<file path="config.mk">
export PLATFORM = sky130hd
export DESIGN_NAME = zero_cross_triac_phase_control_top
export DESIGN_NICKNAME = d
export VERILOG_FILES = /design/src/zctpc_pkg.sv /design/src/zctpc_phase.sv /design/src/zctpc_feed.sv /design/src/zero_cross_triac_phase_control_top.sv
export SDC_FILE = /design/constraint.sdc
export NUM_CORES = 1
export LEC_CHECK = 0
export BUFFER_PORTS_ARGS = -buffer_cell sky130_fd_sc_hd__clkbuf_2
export CAP_MARGIN = 20
export CORE_AREA = 8 8 240 242
export CTS_CLUSTER_SIZE = 30
export DETAILED_ROUTE_END_ITERATION = 16
export DIE_AREA = 0 0 248 250
export PLACE_DENSITY = 0.62
export SYNTH_ARGS = -nofsm -noshare
export SYNTH_HDL_FRONTEND = slang
export SYNTH_HIERARCHICAL = 1
export SYNTH_SLANG_ARGS = --single-unit
</file>
<file path="constraint.sdc">
create_clock -name clk_i -period 20.9 [get_ports clk_i]
set_input_delay 1.045 -clock clk_i [delete_from_list [all_inputs] [get_ports clk_i]]
set_output_delay 1.045 -clock clk_i [all_outputs]
set_load 0.02 [all_outputs]
</file>
<file path="src/zctpc_pkg.sv">
// ----------------------------------------------------------------------------
// Zero-cross phase control package
// Shared types and constants for the zero-cross triac phase controller.
// ----------------------------------------------------------------------------
package zctpc_pkg;

  // Result status codes.
  typedef enum logic [1:0] {
    STATUS_UNLOCKED = 2'd0,
    STATUS_REJECT   = 2'd1,
    STATUS_VALID    = 2'd2
  } status_e;

  // Configuration register indexes.
  localparam logic [2:0] CFG_SMOKE_FAN_ON    = 3'd0;
  localparam logic [2:0] CFG_SMOKE_FAN_POWER = 3'd1;
  localparam logic [2:0] CFG_EXCHANGE_FAN_ON = 3'd2;
  localparam logic [2:0] CFG_FEED_ON         = 3'd3;
  localparam logic [2:0] CFG_FEED_MANUAL     = 3'd4;
  localparam logic [2:0] CFG_FEED_DUTY_PCT   = 3'd5;

  localparam logic [17:0] WRAP16       = 18'h0FFFF;
  localparam logic [17:0] WIN_LO       = 18'd19900;
  localparam logic [17:0] WIN_HI       = 18'd20100;
  localparam logic [15:0] DELAY_MIN    = 16'd10;
  localparam logic [15:0] DELAY_MAX    = 16'd800;
  localparam logic [9:0]  DELAY_FALLBACK = 10'd450;
  localparam logic [15:0] OFFSET_FLOOR = 16'd20;

  // floor(x / 10) == (x * RECIP10) >> RECIP10_SHIFT for every x below 2^19.
  localparam logic [18:0] RECIP10       = 19'd419431;
  localparam int          RECIP10_SHIFT = 22;

  // Five times the base firing delay for each power level.
  localparam logic [9:0] DELAY_X5 [0:5] = '{10'd575, 10'd550, 10'd525,
                                            10'd500, 10'd475, 10'd450};

  // Everything the phase math hands back to the top level.
  typedef struct packed {
    logic [17:0] first_mid;
    logic [17:0] second_mid;
    logic [15:0] period_sat;
    logic        lock_win;
    logic        run_win;
    logic [9:0]  delay;
  } phase_t;

  // Duty cycle write toward the feed sequencer.
  typedef struct packed {
    logic       duty_we;
    logic [6:0] duty;
  } feed_cfg_t;

endpackage

</file>
<file path="src/zctpc_phase.sv">
// ----------------------------------------------------------------------------
// Zero-cross phase math
// Pulse midpoints, mains period, window checks and smoke fan firing delay.
// ----------------------------------------------------------------------------
module zctpc_phase import zctpc_pkg::*; (
  input  logic [15:0] prev_fall_i,
  input  logic [15:0] prev_rise_i,
  input  logic [15:0] cur_fall_i,
  input  logic [15:0] cur_rise_i,
  input  logic [17:0] first_mid_i,
  input  logic [17:0] second_mid_i,
  input  logic [2:0]  power_i,
  output phase_t      phase_o
);

  logic [17:0] sum_prev, sum_cur;
  logic [17:0] half_prev, half_prev_wrap, half_cur, half_cur_wrap;
  logic [17:0] first_mid, second_mid;
  logic [18:0] diff;
  logic        neg;
  logic [18:0] off_sum, cur_rise_ext, off_raw;
  logic [37:0] prod;
  logic [15:0] quo, off_val, delay_sum;
  logic [2:0]  pw;

  assign sum_prev       = {2'b00, prev_fall_i} + {2'b00, prev_rise_i};
  assign sum_cur        = {2'b00, cur_fall_i} + {2'b00, cur_rise_i};
  assign half_prev      = sum_prev >> 1;
  assign half_prev_wrap = (sum_prev + WRAP16) >> 1;
  assign half_cur       = sum_cur >> 1;
  assign half_cur_wrap  = (sum_cur + WRAP16) >> 1;

  // Timer wrap cases; with no ordering case the old midpoints stay.
  always_comb begin
    first_mid  = first_mid_i;
    second_mid = second_mid_i;
    if (prev_fall_i < prev_rise_i && prev_rise_i < cur_fall_i && cur_fall_i < cur_rise_i) begin
      first_mid  = half_prev;
      second_mid = half_cur;
    end else if (prev_rise_i < prev_fall_i) begin
      first_mid  = half_prev_wrap;
      second_mid = half_cur + WRAP16;
    end else if (cur_fall_i < prev_rise_i) begin
      first_mid  = half_prev;
      second_mid = half_cur + WRAP16;
    end else if (cur_rise_i < cur_fall_i) begin
      first_mid  = half_prev;
      second_mid = half_cur_wrap;
    end
  end

  assign diff = {1'b0, second_mid} - {1'b0, first_mid};
  assign neg  = diff[18];

  // Offset to the next zero, in 10 microsecond units.
  assign off_sum      = {1'b0, second_mid} + {3'b000, diff[17:2]};
  assign cur_rise_ext = {3'b000, cur_rise_i};
  assign off_raw      = (off_sum > cur_rise_ext) ? (off_sum - cur_rise_ext)
                                                 : (off_sum + {1'b0, WRAP16} - cur_rise_ext);
  assign prod         = 38'(off_raw) * 38'(RECIP10);
  assign quo          = prod[RECIP10_SHIFT +: 16];
  assign off_val      = (quo == 16'd0) ? OFFSET_FLOOR : quo;

  always_comb begin
    if (power_i == 3'd0) begin
      pw = 3'd2;
    end else if (power_i > 3'd5) begin
      pw = 3'd5;
    end else begin
      pw = power_i;
    end
  end

  assign delay_sum = off_val + {6'd0, DELAY_X5[pw]};

  always_comb begin
    phase_o.first_mid  = first_mid;
    phase_o.second_mid = second_mid;
    if (neg || diff[17:16] != 2'b00) begin
      phase_o.period_sat = 16'hFFFF;
    end else begin
      phase_o.period_sat = diff[15:0];
    end
    phase_o.lock_win = !neg && diff[17:0] >= WIN_LO && diff[17:0] <= WIN_HI;
    phase_o.run_win  = !neg && diff[17:0] > WIN_LO && diff[17:0] < WIN_HI;
    if (delay_sum > DELAY_MAX || delay_sum < DELAY_MIN) begin
      phase_o.delay = DELAY_FALLBACK;
    end else begin
      phase_o.delay = delay_sum[9:0];
    end
  end

endmodule

</file>
<file path="src/zctpc_feed.sv">
// ----------------------------------------------------------------------------
// Feed burst sequencer
// Duty-cycled on/off half-cycle counter for the feed motor channel.
// ----------------------------------------------------------------------------
module zctpc_feed import zctpc_pkg::*; #(
  parameter int FEED_CYCLE = 500
) (
  input  logic      clk_i,
  input  logic      rst_ni,
  input  feed_cfg_t cfg_i,
  input  logic      step_i,
  output logic      fire_o
);

  // On length for every duty code; codes above 100 act as 100.
  logic [8:0] on_tab [0:127];

  for (genvar g = 0; g < 128; g++) begin : g_on_tab
    localparam int OnLen = ((g > 100 ? 100 : g) * FEED_CYCLE) / 100;
    assign on_tab[g] = 9'(OnLen);
  end

  logic [8:0] on_len_q, off_len_q;
  logic [8:0] count_q, count_d, count_inc;
  logic       running_q, running_d;

  assign count_inc = count_q + 9'd1;

  always_comb begin
    count_d   = count_q;
    running_d = running_q;
    if (step_i) begin
      count_d = count_inc;
      if (running_q) begin
        if (count_inc >= on_len_q) begin
          count_d   = 9'd0;
          running_d = 1'b0;
        end
      end else if (count_inc >= off_len_q) begin
        count_d   = 9'd0;
        running_d = 1'b1;
      end
    end
  end

  assign fire_o = step_i && running_q;

  always_ff @(posedge clk_i or negedge rst_ni) begin
    if (!rst_ni) begin
      on_len_q  <= 9'd250;
      off_len_q <= 9'd250;
      count_q   <= 9'd0;
      running_q <= 1'b1;
    end else begin
      count_q   <= count_d;
      running_q <= running_d;
      if (cfg_i.duty_we && cfg_i.duty != 7'd0) begin
        on_len_q  <= on_tab[cfg_i.duty];
        off_len_q <= 9'(FEED_CYCLE) - on_tab[cfg_i.duty];
      end
    end
  end

endmodule

</file>
<file path="src/zero_cross_triac_phase_control_top.sv">
// ----------------------------------------------------------------------------
// Zero-cross triac phase control, top level
// Turns timestamped mains zero-cross edges into a per-half-cycle firing plan.
// ----------------------------------------------------------------------------
// The input stream carries one zero-cross edge per word: tuser says rising (1)
// or falling (0), tdata holds the 16-bit timer value. A falling edge is only
// recorded and yields no output word. Each rising edge yields one output word
// with status, smoke fan delay, the three channel fire flags and the period.
// A word waits in the input register, where the phase math and the
// feed sequencer run, and is then held in the output register: a rising edge
// moves on to the output register once that is free, and from there it can be
// taken by the receiver. One edge is taken every cycle unless a rising edge
// waits for a full output; the phase math is combinational.
// When the receiver stalls, the output register holds its word and the input
// register keeps the next edge; falling edges still drain past a full output.
// Reset clears the edge history, the lock and the channel enables, sets the
// smoke power to two, the feed on and off lengths to 250 half cycles each,
// and starts the feed sequencer in its on phase.
// Configuration writes take effect at the write edge.
// ----------------------------------------------------------------------------
module zero_cross_triac_phase_control_top import zctpc_pkg::*; #(
  parameter int LOCK_COUNT = 9,
  parameter int FEED_CYCLE = 500
) (
  input  logic        clk_i,
  input  logic        rst_ni,
  input  logic        cfg_we_i,
  input  logic [2:0]  cfg_addr_i,
  input  logic [6:0]  cfg_wdata_i,
  input  logic        s_axis_tvalid_i,
  output logic        s_axis_tready_o,
  input  logic [15:0] s_axis_tdata_i,   // [15:0] edge_time
  input  logic        s_axis_tuser_i,   // [0] edge_rising
  output logic        m_axis_tvalid_o,
  input  logic        m_axis_tready_i,
  // [1:0] status, [11:2] fire_delay, [12] smoke_fire, [13] exchange_fire,
  // [14] feed_fire, [30:15] period_ticks, [31] zero
  output logic [31:0] m_axis_tdata_o
);

  // Input register.
  logic        s1_valid_q, s1_rising_q;
  logic [15:0] s1_time_q;

  // Edge history and lock.
  logic [15:0] prev_fall_q, prev_rise_q, cur_fall_q;
  logic [17:0] first_mid_q, second_mid_q;
  logic [3:0]  good_cnt_q, good_cnt_inc;
  logic        locked_q;

  // Configuration.
  logic        smoke_on_q, exchange_on_q, feed_on_q, feed_manual_q;
  logic [2:0]  power_q;

  // Output register.
  logic        m_valid_q;
  logic [31:0] m_data_q;

  logic        out_free, s1_move, rise_go, run_ok, feed_step, feed_fire;
  status_e     status;
  logic [9:0]  res_delay;
  logic        res_smoke, res_exchange, res_feed;
  phase_t      phase;
  feed_cfg_t   feed_cfg;

  assign out_free        = !m_valid_q || m_axis_tready_i;
  assign s1_move         = s1_valid_q && (!s1_rising_q || out_free);
  assign s_axis_tready_o = !s1_valid_q || s1_move;
  assign rise_go         = s1_move && s1_rising_q;
  assign run_ok          = locked_q && phase.run_win;
  assign feed_step       = rise_go && run_ok && feed_on_q && !feed_manual_q;

  assign feed_cfg.duty_we = cfg_we_i && cfg_addr_i == CFG_FEED_DUTY_PCT;
  assign feed_cfg.duty    = cfg_wdata_i;

  zctpc_phase u_phase (
    .prev_fall_i  (prev_fall_q),
    .prev_rise_i  (prev_rise_q),
    .cur_fall_i   (cur_fall_q),
    .cur_rise_i   (s1_time_q),
    .first_mid_i  (first_mid_q),
    .second_mid_i (second_mid_q),
    .power_i      (power_q),
    .phase_o      (phase)
  );

  zctpc_feed #(
    .FEED_CYCLE (FEED_CYCLE)
  ) u_feed (
    .clk_i  (clk_i),
    .rst_ni (rst_ni),
    .cfg_i  (feed_cfg),
    .step_i (feed_step),
    .fire_o (feed_fire)
  );

  assign good_cnt_inc = (good_cnt_q == 4'hF) ? 4'hF : good_cnt_q + 4'd1;

  always_comb begin
    status       = STATUS_UNLOCKED;
    res_delay    = 10'd0;
    res_smoke    = 1'b0;
    res_exchange = 1'b0;
    res_feed     = 1'b0;
    if (locked_q) begin
      if (phase.run_win) begin
        status       = STATUS_VALID;
        res_delay    = phase.delay;
        res_smoke    = smoke_on_q;
        res_exchange = exchange_on_q;
        res_feed     = feed_fire;
      end else begin
        status = STATUS_REJECT;
      end
    end
  end

  always_ff @(posedge clk_i or negedge rst_ni) begin
    if (!rst_ni) begin
      s1_valid_q    <= 1'b0;
      s1_rising_q   <= 1'b0;
      prev_fall_q   <= 16'd0;
      prev_rise_q   <= 16'd0;
      cur_fall_q    <= 16'd0;
      first_mid_q   <= 18'd0;
      second_mid_q  <= 18'd0;
      good_cnt_q    <= 4'd0;
      locked_q      <= 1'b0;
      smoke_on_q    <= 1'b0;
      power_q       <= 3'd2;
      exchange_on_q <= 1'b0;
      feed_on_q     <= 1'b0;
      feed_manual_q <= 1'b0;
      m_valid_q     <= 1'b0;
    end else begin
      if (s_axis_tready_o) begin
        s1_valid_q  <= s_axis_tvalid_i;
        s1_rising_q <= s_axis_tuser_i;
      end

      if (s1_move && !s1_rising_q) begin
        cur_fall_q <= s1_time_q;
      end

      if (rise_go) begin
        first_mid_q  <= phase.first_mid;
        second_mid_q <= phase.second_mid;
        if (!locked_q) begin
          if (phase.lock_win) begin
            good_cnt_q <= good_cnt_inc;
            if (good_cnt_inc >= 4'(LOCK_COUNT)) begin
              locked_q <= 1'b1;
            end
          end else begin
            good_cnt_q <= 4'd0;
          end
        end
        // A rejected period leaves the edge history alone.
        if (!locked_q || phase.run_win) begin
          prev_fall_q <= cur_fall_q;
          prev_rise_q <= s1_time_q;
        end
      end

      if (rise_go) begin
        m_valid_q <= 1'b1;
      end else if (m_axis_tready_i) begin
        m_valid_q <= 1'b0;
      end

      if (cfg_we_i) begin
        case (cfg_addr_i)
          CFG_SMOKE_FAN_ON:    smoke_on_q    <= cfg_wdata_i[0];
          CFG_SMOKE_FAN_POWER: power_q       <= cfg_wdata_i[2:0];
          CFG_EXCHANGE_FAN_ON: exchange_on_q <= cfg_wdata_i[0];
          CFG_FEED_ON:         feed_on_q     <= cfg_wdata_i[0];
          CFG_FEED_MANUAL:     feed_manual_q <= cfg_wdata_i[0];
          default: ;
        endcase
      end
    end
  end

  // Payload registers carry no reset.
  always_ff @(posedge clk_i) begin
    if (s_axis_tready_o) begin
      s1_time_q <= s_axis_tdata_i;
    end
    if (rise_go) begin
      m_data_q <= {1'b0, phase.period_sat, res_feed, res_exchange, res_smoke,
                   res_delay, status};
    end
  end

  assign m_axis_tvalid_o = m_valid_q;
  assign m_axis_tdata_o  = m_data_q;

  // A firing plan always carries a delay inside the legal range.
  a_delay_range: assert property (@(posedge clk_i) disable iff (!rst_ni)
    m_valid_q && m_data_q[1:0] == STATUS_VALID |->
      m_data_q[11:2] >= 10'd10 && m_data_q[11:2] <= 10'd800)
    else $error("firing delay out of range");

  // Without a firing plan no channel fires.
  a_no_fire: assert property (@(posedge clk_i) disable iff (!rst_ni)
    m_valid_q && m_data_q[1:0] != STATUS_VALID |->
      m_data_q[14:2] == 13'd0)
    else $error("channel fires without a valid plan");

  // Once locked, the block stays locked until reset.
  a_lock_sticky: assert property (@(posedge clk_i) disable iff (!rst_ni)
    locked_q |=> locked_q)
    else $error("lock dropped");

  // Only a rising edge loads a new output word.
  a_rise_only: assert property (@(posedge clk_i) disable iff (!rst_ni)
    s1_move && !s1_rising_q && m_valid_q && !m_axis_tready_i |=> m_valid_q && $stable(m_data_q))
    else $error("falling edge disturbed the output word");

endmodule

</file>
Word-level counts from Yosys, hierarchy flattened
Memories as Yosys holds them, arrays and structs flattened. Index checks and enable logic that the tools add are counted.

Register bits after elaboration: 174. Memory bits (read-only): 1232. Bits of input ports: 32. Output and inout bits: 34. Logic and storage cells: 144. Memories kept: 2.

Add/subtract/negate cells: 14. Multiply operators: 1. Order comparisons: 19. Eq/ne operators: 6. Mux-type cells: 31. Bitwise gates (word level): 4. Reductions and logical operators: 43.

Memory list: (no name shown) (words 128, bits a word 9, read ports 1, clocked after Yosys merged registers in 0, wr ports 0, line zctpc_feed.sv:58) `on_len_q <= on_tab[cfg_i.duty];`; (no name shown) (words 8, bits a word 10, read ports 1, clocked after Yosys merged registers in 0, wr ports 0, line zctpc_phase.sv:74) `assign delay_sum = off_val + {6'd0, DELAY_X5[pw]};`.

Operators by type and width (count): $mux W18 (8); $lt A16 B16 Y1 (6); $mux W9 (6); $mul A19 B19 Y38 const B (1); $sub A19 B16 Y19 (2); $add A18 B16 Y18 const B (2); $add A16 B16 Y17 (2); $mux W10 (2); $add A18 B16 Y19 (1); $add A19 B16 Y19 const B (1); $gt A19 B16 Y1 (1); $mux W19 (1); $sub A18 B18 Y19 (1); $add A17 B16 Y18 const B (1); $ge A18 B15 Y1 const B (1); $ge A9 B9 Y1 (2); $gt A18 B15 Y1 const B (1); $le A18 B15 Y1 const B (1); $lt A18 B15 Y1 const B (1); $add A16 B10 Y16 (1); $gt A16 B10 Y1 const B (1); $logic_and A1 B1 Y1 (16); $logic_not A16 Y1 (1); $lt A16 B4 Y1 const B (1); 25 further kinds (57).

Logic depth before layout (Yosys ltp)
Depth after elaboration: 18. Gate-level depth with buffers: 89. Gate-level depth less buffers: 85.

By module
Netlist, hierarchy kept.

Modules (own cells, without submodules): zctpc_phase (instances 1, cells each 2116, area each 16423.3 um2, sequential area each 0.0 um2); zero_cross_triac_phase_control_top (instances 1, cells each 305, area each 5398.9 um2, sequential area each 3890.0 um2); zctpc_feed (instances 1, cells each 245, area each 2134.5 um2, sequential area each 691.9 um2).

Least setup slack after synthesis
OpenSTA, ideal clock, no wires.

Path type: reg2reg. Start point: reg prev_fall_q[9]. End point: reg m_data_q[8] (netlist: m_axis_tdata_o[8]), data pin. Library setup time: 0.255 ns. Data arrival time: 17.713 ns. Required time: 20.645 ns. Slack: 2.932 ns. Stages on the path, launching flop included: 76. Path buffers: 3. Clock period less this slack: 17.968 ns. Path through: dfrtp_1 -> inv_1 -> ha_1 -> and3_1 -> a221o_1 -> a221oi_1 -> o2bb2ai_1 -> clkbuf_1 -> nor3_1 -> a221oi_1 -> ha_1 -> nor2b_1 -> o21ai_0 -> a21boi_0 -> o21ai_0 -> nand2b_1 -> a21o_1 -> a21o_1 -> (+40 left out) -> or4_1 -> or4b_1 -> nor4_2 -> or2_1 -> ha_1 -> a21oi_1 -> o21bai_1 -> a21oi_1 -> o21bai_1 -> a21oi_1 -> o21bai_1 -> a21oi_1 -> nor2b_1 -> nor3_1 -> mux2i_1 -> o32a_1 -> or3b_2 -> and3_1.

RTL lines: start, declared (line zero_cross_triac_phase_control_top.sv:46) `logic [15:0] prev_fall_q, prev_rise_q, cur_fall_q;`; start signal, assigned (line zero_cross_triac_phase_control_top.sv:160) `prev_fall_q <= cur_fall_q;`; end signal, assigned (line zero_cross_triac_phase_control_top.sv:190) `m_data_q <= {1'b0, phase.period_sat, res_feed, res_exchange, res_smoke,`; end, declared (line zero_cross_triac_phase_control_top.sv:57) `logic [31:0] m_data_q;`.

==> metrics.md <==
| Metric | Value |
|---|---|
| Status | finished clean |
| Final min period | 19.82 ns |
| First-pass GRT wire length | 113,000 um |
| Setup Crit Path Kind | reg -> reg |
| Worst Path Required | 21.15 ns |
| Worst-Skew Late Latency | 0.50 ns |
| Slew headroom | 17.7% |
| DRT Pass-1 Iters | 6 |
| Largest net degree at the start of global routing | 71 |
| Ant. Diodes | 0 |
| Synth Area per Inst | 8.99 um2 |
| Clk slew on worst S/H paths | 0.08 ns |
| Sequential cell area | 0.00458 mm2 |
| Yosys cell types | 104 |
| Synth area leader | ha_1 |
| Die X | 248 um |
| Worst min path class | reg -> reg |
| Starting DRT DRC Count | 1,477 |
| Crit end category | register |
| Worst-path maximum fanout | 27 |
| Layout cells sized above 1 | 11.8% |
| Drt drc | 0 |
| Critical Path Source | prev_rise_q[9] |
| I/O pin count | 66 |
| Synth-to-layout area growth | 7.58% |
| Post-Synthesis Cells | 2,666 |
| Synth area leaders | ha_1, fa_1, dfrtp_1 |
| Synth Area in Compound Gates | 15.9% |
| # Max-Cap Violations | 0 |
| Dpl hpwl | 59,500 um |
| Die H | 250 um |
| Vias/cell | 5.78 |
| Core Region | 0.0535 mm2 |
| Ys flop type | dfrtp_1 |
| Crit start category | register |
| Yosys top cell area share | 18.3% |
| Synth Area in Simple Gates | 14.5% |
| Initial antenna violation count | 2 |
| Worst R2R Setup Slack | 1.08 ns |
| CTS tree | yes |
| Clock sinks | 173 |
| Data arrival, critical path | 20.07 ns |
| Worst hold start | u_feed/off_len_q[7] |
| Max Slew Vio Count | 0 |
| Starting density of the core | 44.8% |
| I/O Buffers | 64 |
| Rows | 85 |
| Mux share of post-synthesis cell area | 6.04% |
| CP endpoint | m_axis_tdata_o[8] |
| Clk buf depth | 2 |
| Fin cells | 3,422 |
| Fin Clk Skew | 0.0239 ns |
| Cell area after synthesis | 0.0240 mm2 |
| Synth top cells by count | inv_1, ha_1, nand2_1, fa_1, a21oi_1 |
| Post-synthesis adder-cell area fraction | 30.8% |
| Syn nets | 3,198 |
| Final worst-path cycle share | 94.8% |
| Post-Synth XOR/XNOR Area | 5.78% |
| Final antenna-violating net count | 0 |
| Largest family of logic cells by synthesized area | adder cells |
| Slowest cell on crit path | fa_1 |
| R2R Path Start | prev_rise_q[9] |
| Inserted Clock Buffers | 17 |
| Hold path depth | 2 |
| GRT overflow | 0 |
| H-tree Lvls | 4 |
| DR WL/cell | 20.9 um |
| Final net count | 3,245 |
| Vias | 19,800 |
| Multi-input gate area | 0.0176 mm2 |
| FF+latch count, synth | 173 |
| Gpl congestion | 0.959 |
| Sequential cell area fraction in the yosys report | 19.1% |
| Placed insts | 3,388 |
| Fin. Hold Viols | 0 |
| Count leader, synth | inv_1 |
| Post-synth ARST share | 72.8% |
| Most frequent CP cell | ha_1 |
| Vias in the first global route | 20,300 |
| Total GRT Usage | 23.3% |
| Final WL | 71,400 um |
| Final Setup Violations | 0 |
| Actual transition at the worst max-transition pin | 1.23 ns |
| Full die area | 0.0620 mm2 |
| Worst reg-to-reg path cell count | 79 |
| Fmax | 50.4 MHz |
| Max incr delay on CP | 0.54 ns |
| CTS root buf | clkbuf_16 |
| Reg-to-reg endpoint | m_axis_tdata_o[8] |
| Fill cell count | 5,198 |
| Ys Warns | 6 |
| Number of flops mapped to enable cells by yosys | 47 |
cell usage in the layout, fill, tap and decap left out, types with 92 or more instances in the layout:
cell type / instances
a21oi_1: 144
dfrtp_1: 112
fa_1: 149
ha_1: 349
inv_1: 422
mux2_2: 107
nand2_1: 151
nor2_1: 129
o21ai_0: 109
xnor2_1: 92
registers in the layout (all words and copies together), names as in the netlist, 3 cells and up:
| register | flops |
|---|---|
| m_axis_tdata_o | 31 |
| first_mid_q | 18 |
| second_mid_q | 18 |
| cur_fall_q | 16 |
| prev_fall_q | 16 |
| prev_rise_q | 16 |
| s1_time_q | 16 |
| u_feed/count_q | 9 |
| u_feed/on_len_q | 9 |
| u_feed/off_len_q | 8 |
| good_cnt_q | 4 |
| power_q | 3 |
per-layer routing:
| metal | track usage (%) | vias to the layer above | wire, um |
|---|---|---|---|
| met4 | 9.80 | 2 | 2790 |
| met1 | 28.8 | 9697 | 29900 |
| met5 | 0 | - | 13 |
| met3 | 3.64 | 134 | 3710 |
| li1 | - | 9354 | - |
| met2 | 39.7 | 606 | 35000 |
through the flow:
step	hold WS, ns	setup slack, ns	TNS, ns	cell area (um2)	util [%]
2_1_floorplan	0.442	2.93	0	24000	-
3_3_place_gp	0.457	0.442	0	25000	46.8
3_5_place_dp	0.468	0.200	0	25000	46.8
4_1_cts	0.478	0.109	0	25600	47.9
5_1_grt	0.501	-0.00566	-0.00566	25800	48.2
6_report	0.476	1.08	0	25800	48.2
critical path: cells and delay by family, from the launching register on:
kind / cells / cell delay [ns]
XOR/XNOR: 2 / 0.33
flip-flops: 1 / 0.42
AO/OA/AOI/OAI: 32 / 7.14
AND/OR/NAND/NOR: 25 / 6.06
adder cells (fa/ha/maj): 12 / 4.18
buffers and inverters: 6 / 1.07
multiplexers: 2 / 0.33
how the worst min path moves through the flow:
| stage | endpoint |
|---|---|
| 3_5_place_dp | u_feed/off_len_q[7] |
| 2_1_floorplan | u_feed/off_len_q[7] |
| 6_report | u_feed/off_len_q[7] |
| 5_1_grt | u_feed/off_len_q[7] |
| 3_3_place_gp | u_feed/off_len_q[7] |
| 4_1_cts | u_feed/off_len_q[7] |
cell families after synthesis:
logic type,after synthesis
AO/OA/AOI/OAI,565
XOR/XNOR,158
adder cells (fa/ha/maj),500
buffers and inverters,484
flip-flops,173
multiplexers,131
other,1
AND/OR/NAND/NOR,654
layout make-up:
cell class	instances	share of cell area (%)
multi-input combinational	2009	68.4
timing repair buffer	89	2.02
sequential	173	17.8
clock buffer	18	1.75
clock inverter	14	0.544
tap	696	3.38
inverter	423	6.16
what timing repair did:
action | 4_1_cts | 5_1_grt
hold buffers | 0 | 0
setup buffers | 0 | 2
setup endpoints to repair | 0 | 10
resized for setup | 0 | 31
Power is not shown: default switching activity piles up to over one toggle a cycle in this logic, so the estimate is an artifact.
